`src/hdl/lpc_pkg.sv`:
```
// Shared types, constants and codes for the local pattern code unit.
// No dependencies; imported by every module of the unit.
package lpc_pkg;

	localparam int unsigned SAMPLE_W = 8;
	localparam int unsigned SAMPLE_N = 9;
	localparam int unsigned CODE_W   = 15;
	localparam int unsigned CENSUS_W = 9;
	localparam int unsigned GRAD_W   = 8;
	localparam int unsigned RANK_N   = 6;
	localparam int unsigned RANK_W   = 15;

	typedef logic [SAMPLE_W-1:0] sample_t;
	typedef sample_t [SAMPLE_N-1:0] grid_t;
	typedef logic [CODE_W-1:0] code_t;

	typedef enum logic [1:0] {
		OP_CENSUS   = 2'd0,
		OP_GRADIENT = 2'd1,
		OP_RANK     = 2'd2
	} opcode_t;

	// Neighbours of the centre, clockwise from top-left.
	localparam logic [3:0] RING_IDX [GRAD_W] = '{
		4'd0, 4'd1, 4'd2, 4'd5, 4'd8, 4'd7, 4'd6, 4'd3
	};

endpackage

```
`src/hdl/lpc_census.sv`:
```
// Census code: bit i set when nine times sample i exceeds the grid sum.
// Depends on lpc_pkg.
module lpc_census (
	input  lpc_pkg::grid_t               grid,
	output logic [lpc_pkg::CENSUS_W-1:0] code
);
	import lpc_pkg::*;

	logic [11:0] sum;

	always_comb begin
		sum = 12'(grid[0]) + 12'(grid[1]) + 12'(grid[2])
		    + 12'(grid[3]) + 12'(grid[4]) + 12'(grid[5])
		    + 12'(grid[6]) + 12'(grid[7]) + 12'(grid[8]);
	end

	for (genvar i = 0; i < CENSUS_W; i++) begin : g_bit
		logic [11:0] nine_x;
		// 9 * s as s * 8 + s
		assign nine_x = {1'b0, grid[i], 3'b000} + 12'(grid[i]);
		assign code[i] = nine_x > sum;
	end

endmodule

```
`src/hdl/lpc_gradient.sv`:
```
// Gradient pattern: absolute differences of the ring to the centre,
// compared against their mean. Depends on lpc_pkg.
module lpc_gradient (
	input  lpc_pkg::grid_t             grid,
	output logic [lpc_pkg::GRAD_W-1:0] code
);
	import lpc_pkg::*;

	sample_t      diff [GRAD_W];
	logic [10:0]  diff_sum;
	sample_t      mean;

	for (genvar k = 0; k < GRAD_W; k++) begin : g_diff
		sample_t nb;
		assign nb = grid[RING_IDX[k]];
		assign diff[k] = (nb > grid[4]) ? (nb - grid[4]) : (grid[4] - nb);
	end

	always_comb begin
		diff_sum = 11'(diff[0]) + 11'(diff[1]) + 11'(diff[2]) + 11'(diff[3])
		         + 11'(diff[4]) + 11'(diff[5]) + 11'(diff[6]) + 11'(diff[7]);
		mean = diff_sum[10:3];
	end

	for (genvar k = 0; k < GRAD_W; k++) begin : g_bit
		assign code[k] = diff[k] > mean;
	end

endmodule

```
`src/hdl/lpc_rank.sv`:
```
// Pairwise rank code over the first six samples, lexicographic pair order.
// Depends on lpc_pkg.
module lpc_rank (
	input  lpc_pkg::grid_t             grid,
	output logic [lpc_pkg::RANK_W-1:0] code
);
	import lpc_pkg::*;

	for (genvar a = 0; a < RANK_N - 1; a++) begin : g_a
		// first bit of the run that starts at sample a
		localparam int unsigned BASE = a * (2 * RANK_N - 1 - a) / 2;
		for (genvar b = a + 1; b < RANK_N; b++) begin : g_b
			assign code[BASE + b - a - 1] = grid[a] >= grid[b];
		end
	end

endmodule

```
`src/hdl/local_pattern_code_unit_core.sv`:
```
// Top level of the local pattern code unit: input register, code logic, result register.
// Depends on lpc_pkg, lpc_census, lpc_gradient and lpc_rank.
//
//  channel | valid      | stall      | payload
//  --------+------------+------------+--------------------------------
//  item    | item_valid | item_stall | opcode, sample_0 .. sample_8
//  code    | code_valid | code_stall | pattern_code
//
// One item per cycle sustained while code_stall is low; an item passes the input register,
// then the result register, before its code is offered and can transfer.
// Reset clears both valid flags only; payload registers are not reset.
// A stall on the code side holds a full result register and, once the input
// register is also full, raises item_stall in the same cycle.
module local_pattern_code_unit_core (
	input  logic                     clk,
	input  logic                     arst_n,
	input  logic                     item_valid,
	output logic                     item_stall,
	input  logic [1:0]               opcode,
	input  lpc_pkg::sample_t         sample_0,
	input  lpc_pkg::sample_t         sample_1,
	input  lpc_pkg::sample_t         sample_2,
	input  lpc_pkg::sample_t         sample_3,
	input  lpc_pkg::sample_t         sample_4,
	input  lpc_pkg::sample_t         sample_5,
	input  lpc_pkg::sample_t         sample_6,
	input  lpc_pkg::sample_t         sample_7,
	input  lpc_pkg::sample_t         sample_8,
	output logic                     code_valid,
	input  logic                     code_stall,
	output lpc_pkg::code_t           pattern_code
);
	import lpc_pkg::*;

	logic        valid_s1;
	logic [1:0]  opcode_s1;
	grid_t       grid_s1;
	logic        valid_s2;
	code_t       code_s2;

	logic        load_s2;
	logic        load_s1;
	logic [CENSUS_W-1:0] census_code;
	logic [GRAD_W-1:0]   grad_code;
	logic [RANK_W-1:0]   rank_code;
	code_t       code_next;

	assign load_s2    = !valid_s2 || !code_stall;
	assign item_stall = valid_s1 && !load_s2;
	assign load_s1    = item_valid && !item_stall;

	always_ff @(posedge clk or negedge arst_n) begin
		if (!arst_n) begin
			valid_s1 <= 1'b0;
		end else if (load_s1 || load_s2) begin
			valid_s1 <= load_s1;
		end
	end

	always_ff @(posedge clk) begin
		if (load_s1) begin
			opcode_s1 <= opcode;
			grid_s1   <= {sample_8, sample_7, sample_6, sample_5, sample_4,
			              sample_3, sample_2, sample_1, sample_0};
		end
	end

	lpc_census u_census (
		.grid (grid_s1),
		.code (census_code)
	);

	lpc_gradient u_gradient (
		.grid (grid_s1),
		.code (grad_code)
	);

	lpc_rank u_rank (
		.grid (grid_s1),
		.code (rank_code)
	);

	always_comb begin
		case (opcode_s1)
			OP_CENSUS:   code_next = CODE_W'(census_code);
			OP_GRADIENT: code_next = CODE_W'(grad_code);
			OP_RANK:     code_next = CODE_W'(rank_code);
			default:     code_next = '0;
		endcase
	end

	always_ff @(posedge clk or negedge arst_n) begin
		if (!arst_n) begin
			valid_s2 <= 1'b0;
		end else if (load_s2) begin
			valid_s2 <= valid_s1;
		end
	end

	// hold the result while stalled; take a new one only with a full input register
	always_ff @(posedge clk) begin
		if (load_s2 && valid_s1) begin
			code_s2 <= code_next;
		end
	end

	assign code_valid   = valid_s2;
	assign pattern_code = code_s2;

	a_stall_needs_full: assert property (@(posedge clk) disable iff (!arst_n)
		item_stall |-> valid_s1)
		else $error("item_stall raised with an empty input register");

	a_s1_holds: assert property (@(posedge clk) disable iff (!arst_n)
		valid_s1 && valid_s2 && code_stall |=> valid_s1 && $stable(grid_s1)
		&& $stable(opcode_s1))
		else $error("input register changed while blocked");

	a_s2_from_s1: assert property (@(posedge clk) disable iff (!arst_n)
		$rose(valid_s2) |-> $past(valid_s1))
		else $error("result appeared without a registered item");

	a_unused_op_zero: assert property (@(posedge clk) disable iff (!arst_n)
		valid_s1 && load_s2 && !(opcode_s1 == OP_CENSUS || opcode_s1 == OP_GRADIENT
		|| opcode_s1 == OP_RANK) |=> pattern_code == '0)
		else $error("unused opcode gave a non-zero code");

	a_narrow_codes: assert property (@(posedge clk) disable iff (!arst_n)
		valid_s1 && load_s2 && opcode_s1 == OP_GRADIENT
		|=> pattern_code[CODE_W-1:GRAD_W] == '0)
		else $error("gradient code wider than eight bits");

endmodule
```
`config.mk`:
```
export PLATFORM = sky130hd
export DESIGN_NAME = local_pattern_code_unit_core
export DESIGN_NICKNAME = d
export VERILOG_FILES = /design/src/hdl/lpc_pkg.sv /design/src/hdl/lpc_census.sv /design/src/hdl/lpc_gradient.sv /design/src/hdl/lpc_rank.sv /design/src/hdl/local_pattern_code_unit_core.sv
export SDC_FILE = /design/constraint.sdc
export NUM_CORES = 1
export LEC_CHECK = 0
export ABC_AREA = 1
export BUFFER_PORTS_ARGS = -buffer_cell sky130_fd_sc_hd__buf_2
export CAP_MARGIN = 40
export CORE_UTILIZATION = 45
export DETAILED_ROUTE_END_ITERATION = 8
export MAX_ROUTING_LAYER = met4
export PLACE_DENSITY = 0.63
export SLEW_MARGIN = 20
export SYNTH_ARGS = -nofsm -noshare
export SYNTH_HDL_FRONTEND = slang
export SYNTH_SLANG_ARGS = --single-unit
```
`constraint.sdc`:
```
create_clock -name clk -period 16.3 [get_ports clk]
set_input_delay 0.815 -clock clk [delete_from_list [all_inputs] [get_ports clk]]
set_output_delay 0.815 -clock clk [all_outputs]
set_load 0.01 [all_outputs]
```
==> Yosys cells after proc, flatten, opt, wreduce, memory -nomap -nowiden <==
Index checks and enable logic that the tools add are counted.
{ "op_classes": {"reduce_logical": 10, "order_cmp": 40, "n_eq_ne": 2, "muxes": 9, "n_addsub": 40} }
{ "ops": {"columns": ["op", "n"], "rows": [
  ["8-bit greater-than comparator", 16],
  ["8-bit subtractor", 16],
  ["8-bit greater-or-equal comparator", 15],
  ["11-bit by 8-bit adder with 12-bit output", 9],
  ["12-bit greater-than comparator", 9],
  ["12-bit by 8-bit adder with 12-bit output", 7],
  ["11-bit by 8-bit adder with 11-bit output", 6],
  ["8-bit 2-to-1 mux", 8],
  ["15-bit case mux with 3 select lines", 1],
  ["8-bit by 8-bit adder with 9-bit output", 2],
  ["1-bit logical NOT", 4],
  ["1-bit logical AND", 3],
  ["2-bit by 1-bit equality test with 1-bit output (second input constant)", 1],
  ["2-bit equality test (second input constant)", 1],
  ["2-bit logical NOT", 1],
  ["1-bit logical OR", 2]
]} }
{ "word_totals": {"inputBits": 78, "wordCells": 114, "out_inout_bits": 17, "register_bits": 91} }

==> Longest topological paths before layout <==
{ "logic_depth": {"depth_word": 11, "mapped_depth": 50, "mapped_depth_nobuf": 50} }

==> Hierarchy <==
From an unflattened synthesis, not the netlist that was laid out.
{ "unflattened": {"hier_cells": 3048, "area_unflattened_um2": 21476.8} }
{ "by_module_without_submodules": {"columns": ["module", "area_per_inst_um2", "cells_each", "seq_area_each_um2", "n_inst"], "rows": [
  ["lpc_gradient", 9220.1, 1522, 0.0, 1],
  ["lpc_census", 6358.6, 914, 0.0, 1],
  ["local_pattern_code_unit_core", 3005.4, 153, 2722.6, 1],
  ["lpc_rank", 2892.8, 459, 0.0, 1]
]} }

==> Worst setup path after synthesis <==
Ideal clock, no wire load.
{ "synth_path": {"kind": "reg2reg", "startpoint": "reg grid_s1[33] (netlist name)", "endpoint": "reg code_s2[7], in the netlist pattern_code[7], data pin", "path_buffers": 0, "path_stages_with_launch": 44, "setup_ns": 0.253, "required_ns": 16.047, "arrival_ns": 8.195, "path_slack_ns": 7.852, "synth_period_minus_slack_ns": 8.448, "path_cell_list": "edfxtp_1 > inv_1 > fa_1 > nand3_1 > nand3_1 > nand2_1 > nand2_1 > nand2_2 > inv_2 > nand2_1 > nand2_1 > a32oi_1 > xor2_1 > inv_1 > ha_1 > nand2_1 > inv_1 > a221oi_1 > [8 not listed] > inv_1 > fa_1 > inv_1 > ha_1 > a21oi_1 > o21ai_0 > xor2_1 > ha_1 > a21oi_1 > nand2_1 > o21ai_0 > nand2_1 > nand3_1 > nand2_1 > nand2_1 > nand2_1 > nand3_1 > nand2_1"} }
{ "synth_between": {"elab_chain_cells": 11, "elab_cells_between_ends": 48, "cone_classes": "add/sub (28); order compare (11); mux (9)"} }
{ "synth_rtl": {"columns": ["element", "line", "source"], "rows": [
  ["start, declared", "local_pattern_code_unit_core.sv:37", "grid_t grid_s1;"],
  ["start signal, assigned", "local_pattern_code_unit_core.sv:63", "grid_s1 <= {sample_8, sample_7, sample_6, sample_5, sample_4,"],
  ["8-bit subtractor or 8-bit greater-than comparator (tied branches)", "lpc_gradient.sv:16", "assign diff[k] = (nb > grid[4]) ? (nb - grid[4]) : (grid[4] - nb);"],
  ["8-bit 2-to-1 mux", "lpc_gradient.sv:16", null],
  ["8-bit by 8-bit adder with 9-bit output", "lpc_gradient.sv:20", "diff_sum = 11'(diff[0]) + 11'(diff[1]) + 11'(diff[2]) + 11'(diff[3])"],
  ["11-bit by 8-bit adder with 11-bit output (2 in series)", "lpc_gradient.sv:20", null],
  ["11-bit by 8-bit adder with 11-bit output (4 in series)", "lpc_gradient.sv:21", "+ 11'(diff[4]) + 11'(diff[5]) + 11'(diff[6]) + 11'(diff[7]);"],
  ["8-bit greater-than comparator", "lpc_gradient.sv:26", "assign code[k] = diff[k] > mean;"],
  ["15-bit case mux with 3 select lines (*)", "local_pattern_code_unit_core.sv:84", "case (opcode_s1)"],
  ["net code_next[7]", "local_pattern_code_unit_core.sv:46", "code_t code_next;"],
  ["end signal, assigned", "local_pattern_code_unit_core.sv:103", "code_s2 <= code_next;"],
  ["end, declared", "local_pattern_code_unit_core.sv:39", "code_t code_s2;"]
]} }
Mark *: on every way through the listed nets, which the timed path passes. The rest lies on a longest branch.
A chain may end at the register's enable or synchronous reset.

==> Final worst setup path <==
{ "layout_path": {"startpoint": "reg grid_s1[33] (netlist name)", "endpoint": "reg code_s2[6], in the netlist pattern_code[6], data pin"} }
The elaborated chain is that of the path after synthesis.

==> results_tabular.tex <==
\begin{tabular}{lr}
\hline
Metric & Value \\
\hline
\multicolumn{2}{l}{\textbf{Critical path}} \\
\quad Data required time at the worst endpoint & 16,570 ps \\
\quad Critical path capture point type & flip-flop \\
\quad CP max stage delay & 530 ps \\
\quad WP data arrival & 9180 ps \\
\quad Highest fanout seen on the critical path & 20 \\
\quad Number of cells on the worst reg-to-reg path & 49 \\
\quad Kind of critical path & reg2reg \\
\quad Reg2reg setup slack & $\sim$7400 ps \\
\quad Worst path slowest cell & sky130\_fd\_sc\_hd\_\_fa\_1 \\
\quad Crit path launch type & flip-flop \\
\quad Cell with the most instances on the worst path & sky130\_fd\_sc\_hd\_\_nand2\_1 \\
\multicolumn{2}{l}{\textbf{GRT}} \\
\quad Wire length of the first global-routing pass & between 100 and 150 mm \\
\quad Number of global-route vias before repair & 17,210 \\
\quad Pin count of the biggest net entering global routing & 39 \\
\quad Global route overflow & 0 \\
\quad Initial antenna violation count & 0 \\
\quad Total Routing Usage GR & between 30\% and 40\% \\
\multicolumn{2}{l}{\textbf{Drt}} \\
\quad Antenna-violating nets left & 0 \\
\quad Vias per cell & 5.461 \\
\quad Starting DRT DRC Count & 1,245 \\
\quad DRC viols & 0 \\
\quad Pre-Repair DR Iteration Count & 5 \\
\quad Total detailed-routing wirelength & 65.98 mm \\
\quad Vias & 17,720 \\
\quad Wire length per cell after detailed routing & slightly above 20 um \\
\multicolumn{2}{l}{\textbf{Placed design}} \\
\quad Number of instances in the placed design & 3,229 \\
\quad Area after detailed placement & about 21,000 sq um \\
\quad Routability congestion estimate & 0.9652 \\
\quad Detailed Place HPWL & 54.55 mm \\
\quad I/O Buffers & 94 \\
\multicolumn{2}{l}{\textbf{Layout}} \\
\quad \# diodes & 0 \\
\quad Area of all placed cells without fillers & approximately 21,000 sq um \\
\quad Non-filler cells, final & around 3,200 \\
\quad Synthesis-to-layout area growth & 8.660\% \\
\quad Final layout net count & 3,298 \\
\quad Fraction of final layout cells sized beyond drive strength 1 & approximately 6.7\% \\
\multicolumn{2}{l}{\textbf{STA}} \\
\quad Final setup violation count & 0 \\
\quad Max-slew headroom & between 40 and 50\% \\
\quad Setup Skew & 17.10 ps \\
\quad Setup TNS & 0 ps \\
\quad Number of max-slew violations in the final report & 0 \\
\quad Hold Vio Cnt, Final & 0 \\
\quad Tcrit/Tclk final & 54.61\% \\
\quad Post-layout minimum cycle time & 8902 ps \\
\quad Hold Slack & 185.2 ps \\
\quad Highest clock frequency the design can meet & 112.3 MHz \\
\quad Actual transition at the worst max-transition pin & 854.5 ps \\
\quad RSZ-0062 raised after global routing & false \\
\multicolumn{2}{l}{\textbf{Synthesis}} \\
\quad Leading post-synthesis cells by cell area & sky130\_fd\_sc\_hd\_\_ha\_1, sky130\_fd\_sc\_hd\_\_edfxtp\_1, sky130\_fd\_sc\_hd\_\_fa\_1 \\
\quad Synthesized area divided by synthesized cell count & 7.675 sq um \\
\quad Number of warnings printed during yosys synthesis & 0 \\
\quad Mapped cell area & 19,520 sq um \\
\quad Post-Syn Nets & 3,178 \\
\quad Part of the Yosys area used for sequential elements & 13.95\% \\
\quad Synth async-reset ratio & 2.198\% \\
\quad Post-synthesis cell type count & 50 \\
\quad Number of enable-type register cells in the synthesized netlist & 89 \\
\quad Area share of the leading cell type in the synthesized netlist & 28.65\% \\
\quad Gate count of the mapped netlist & 2,543 \\
\quad Post-synthesis sequential element count & 91 \\
\quad Synth top cells by count & sky130\_fd\_sc\_hd\_\_nand2\_1, sky130\_fd\_sc\_hd\_\_inv\_1, sky130\_fd\_sc\_hd\_\_ha\_1, sky130\_fd\_sc\_hd\_\_a21oi\_1, sky130\_fd\_sc\_hd\_\_o21ai\_0 \\
\quad Most common cell in the netlist & sky130\_fd\_sc\_hd\_\_nand2\_1 \\
\quad Top\_reg\_cell synth & sky130\_fd\_sc\_hd\_\_edfxtp\_1 \\
\quad Cell type contributing the most total cell area after synthesis & sky130\_fd\_sc\_hd\_\_ha\_1 \\
\multicolumn{2}{l}{\textbf{Clocking}} \\
\quad CTS Buffer Depth & 2 \\
\quad TritonCTS clock tree & built \\
\quad CTS buffer count & 9 \\
\quad Count of clock tree sinks & 91 \\
\quad Insertion delay to the later sink of the worst-skew pair & just over 400 ps \\
\quad CTS H-tree lvls & 3 \\
\quad Post-CTS setup repair buffer count & 0 \\
\quad Hold-fix buffers at CTS & 0 \\
\quad Post-CTS Resized & 0 \\
\quad Clock transition at the registers of the reported paths & 90 ps \\
\quad Root Buffer Master & sky130\_fd\_sc\_hd\_\_clkbuf\_16 \\
\multicolumn{2}{l}{\textbf{Min path}} \\
\quad Worst min path class & in2async \\
\multicolumn{2}{l}{\textbf{Floorplan}} \\
\quad Die outline height & 210.3 um \\
\quad I/O pin count & 95 \\
\quad Core Footprint & 42,320 sq um \\
\quad Initial core utilization & 46.12\% \\
\quad DIE AREA & 44,210 sq um \\
\quad Floorplan die width & 210.3 um \\
\quad Total number of placement rows & 75 \\
\multicolumn{2}{l}{\textbf{Outcome}} \\
\quad Run status & complete, no violations \\
\multicolumn{2}{l}{\textbf{Run}} \\
\quad Maxcap violations & 0 \\
\hline
\end{tabular}
-- stage by stage --
step | setup slack, ps | util, %
5_1_grt | 6769 | 50.11
3_5_place_dp | 7480 | 49.36
6_report | 7398 | 50.11
2_1_floorplan | 7852 | -
3_3_place_gp | 7394 | 49.22
4_1_cts | 7478 | 50.11
-- cells in the final DEF, fill, tap and decap left out, types with 2 or more instances in the layout --
cell type	Yosys	routed
sky130_fd_sc_hd__o21ai_1	2	2
sky130_fd_sc_hd__o2111ai_1	12	12
sky130_fd_sc_hd__a211oi_1	5	5
sky130_fd_sc_hd__inv_8	0	2
sky130_fd_sc_hd__xor2_2	0	2
sky130_fd_sc_hd__o21ai_0	111	111
sky130_fd_sc_hd__o211ai_1	7	7
sky130_fd_sc_hd__o41ai_1	2	2
sky130_fd_sc_hd__nand3_1	105	105
sky130_fd_sc_hd__mux2i_1	7	7
sky130_fd_sc_hd__nand2_1	519	519
sky130_fd_sc_hd__inv_1	494	493
sky130_fd_sc_hd__nor2_1	88	87
sky130_fd_sc_hd__a31oi_1	4	4
sky130_fd_sc_hd__edfxtp_1	89	89
sky130_fd_sc_hd__a32o_1	3	3
sky130_fd_sc_hd__ha_1	447	447
sky130_fd_sc_hd__dfrtp_1	2	2
sky130_fd_sc_hd__o21a_1	13	13
sky130_fd_sc_hd__buf_2	12	95
sky130_fd_sc_hd__inv_2	10	11
sky130_fd_sc_hd__nor3_1	12	12
sky130_fd_sc_hd__o221ai_1	10	10
sky130_fd_sc_hd__o31ai_1	2	2
sky130_fd_sc_hd__fa_1	110	110
sky130_fd_sc_hd__buf_4	0	25
sky130_fd_sc_hd__nand4_1	54	54
sky130_fd_sc_hd__nand3b_1	4	4
sky130_fd_sc_hd__xor2_1	98	96
sky130_fd_sc_hd__clkbuf_16	0	9
sky130_fd_sc_hd__xnor2_1	23	21
sky130_fd_sc_hd__a21oi_1	240	239
sky130_fd_sc_hd__o21bai_1	17	17
sky130_fd_sc_hd__xnor2_2	0	2
sky130_fd_sc_hd__a21o_1	7	7
sky130_fd_sc_hd__nand2_2	15	15
sky130_fd_sc_hd__buf_6	0	3
-- critical path, delay by kind of cell (launching register included) --
family | cells | cell delay, ps
AO/OA/AOI/OAI | 5 | 1100
adder cells (fa/ha/maj) | 8 | 3490
AND/OR/NAND/NOR | 22 | 1640
buffers and inverters | 12 | 1550
flip-flops | 1 | 320
XOR/XNOR | 2 | 630
-- metal layers --
layer,share of wire (%),track usage (%),wire [um],up-vias
li1,-,-,-,8656
met1,46,41.77,30230,8364
met2,43,47.27,28440,597
met3,7.7,5.810,5060,104
met4,3.4,11.02,2256,0
met5,0,-,0,-
-- kinds of logic (layout without fill, tap and decap cells) --
group,after synthesis,in the layout,synth area share [%]
and+or+nand+nor,805,805,17.38
AOI/OAI and AO/OA,442,442,12.75
buffers and inverters,519,644,10.14
muxes,8,8,0.4167
DFF,91,91,13.95
xor gates and xnor gates,121,121,5.429
adders and majority gates,557,557,39.94
-- area by class of cell --
class	count	area (sq um)
timing repair buffer	123	696.9
inverter	505	1896
clock buffer	9	225.2
tap	577	721.9
fill	4200	21110
clock inverter	7	93.84
sequential	91	2723
multi-input combinational	1933	14850
-- path summary, 6_finish.rpt --
kind	start	endpoint
setup / recovery	grid_s1[33]	pattern_code[6]
hold / removal	arst_n	code_valid
setup reg to reg	grid_s1[33]	pattern_code[6]
hold reg to reg	valid_s1	code_valid
max in group asynchronous	arst_n	valid_s1
min in group clk	valid_s1	code_valid
-- state kept, by name (all words and copies together), names as in the netlist --
| signal | flops |
|---|---|
| code_valid | 1 |
| valid_s1 | 1 |
| opcode_s1 | 2 |
| grid_s1 | 72 |
| pattern_code | 15 |
Power is not shown: default switching activity piles up to over one toggle a cycle in this logic, so the estimate is an artifact.
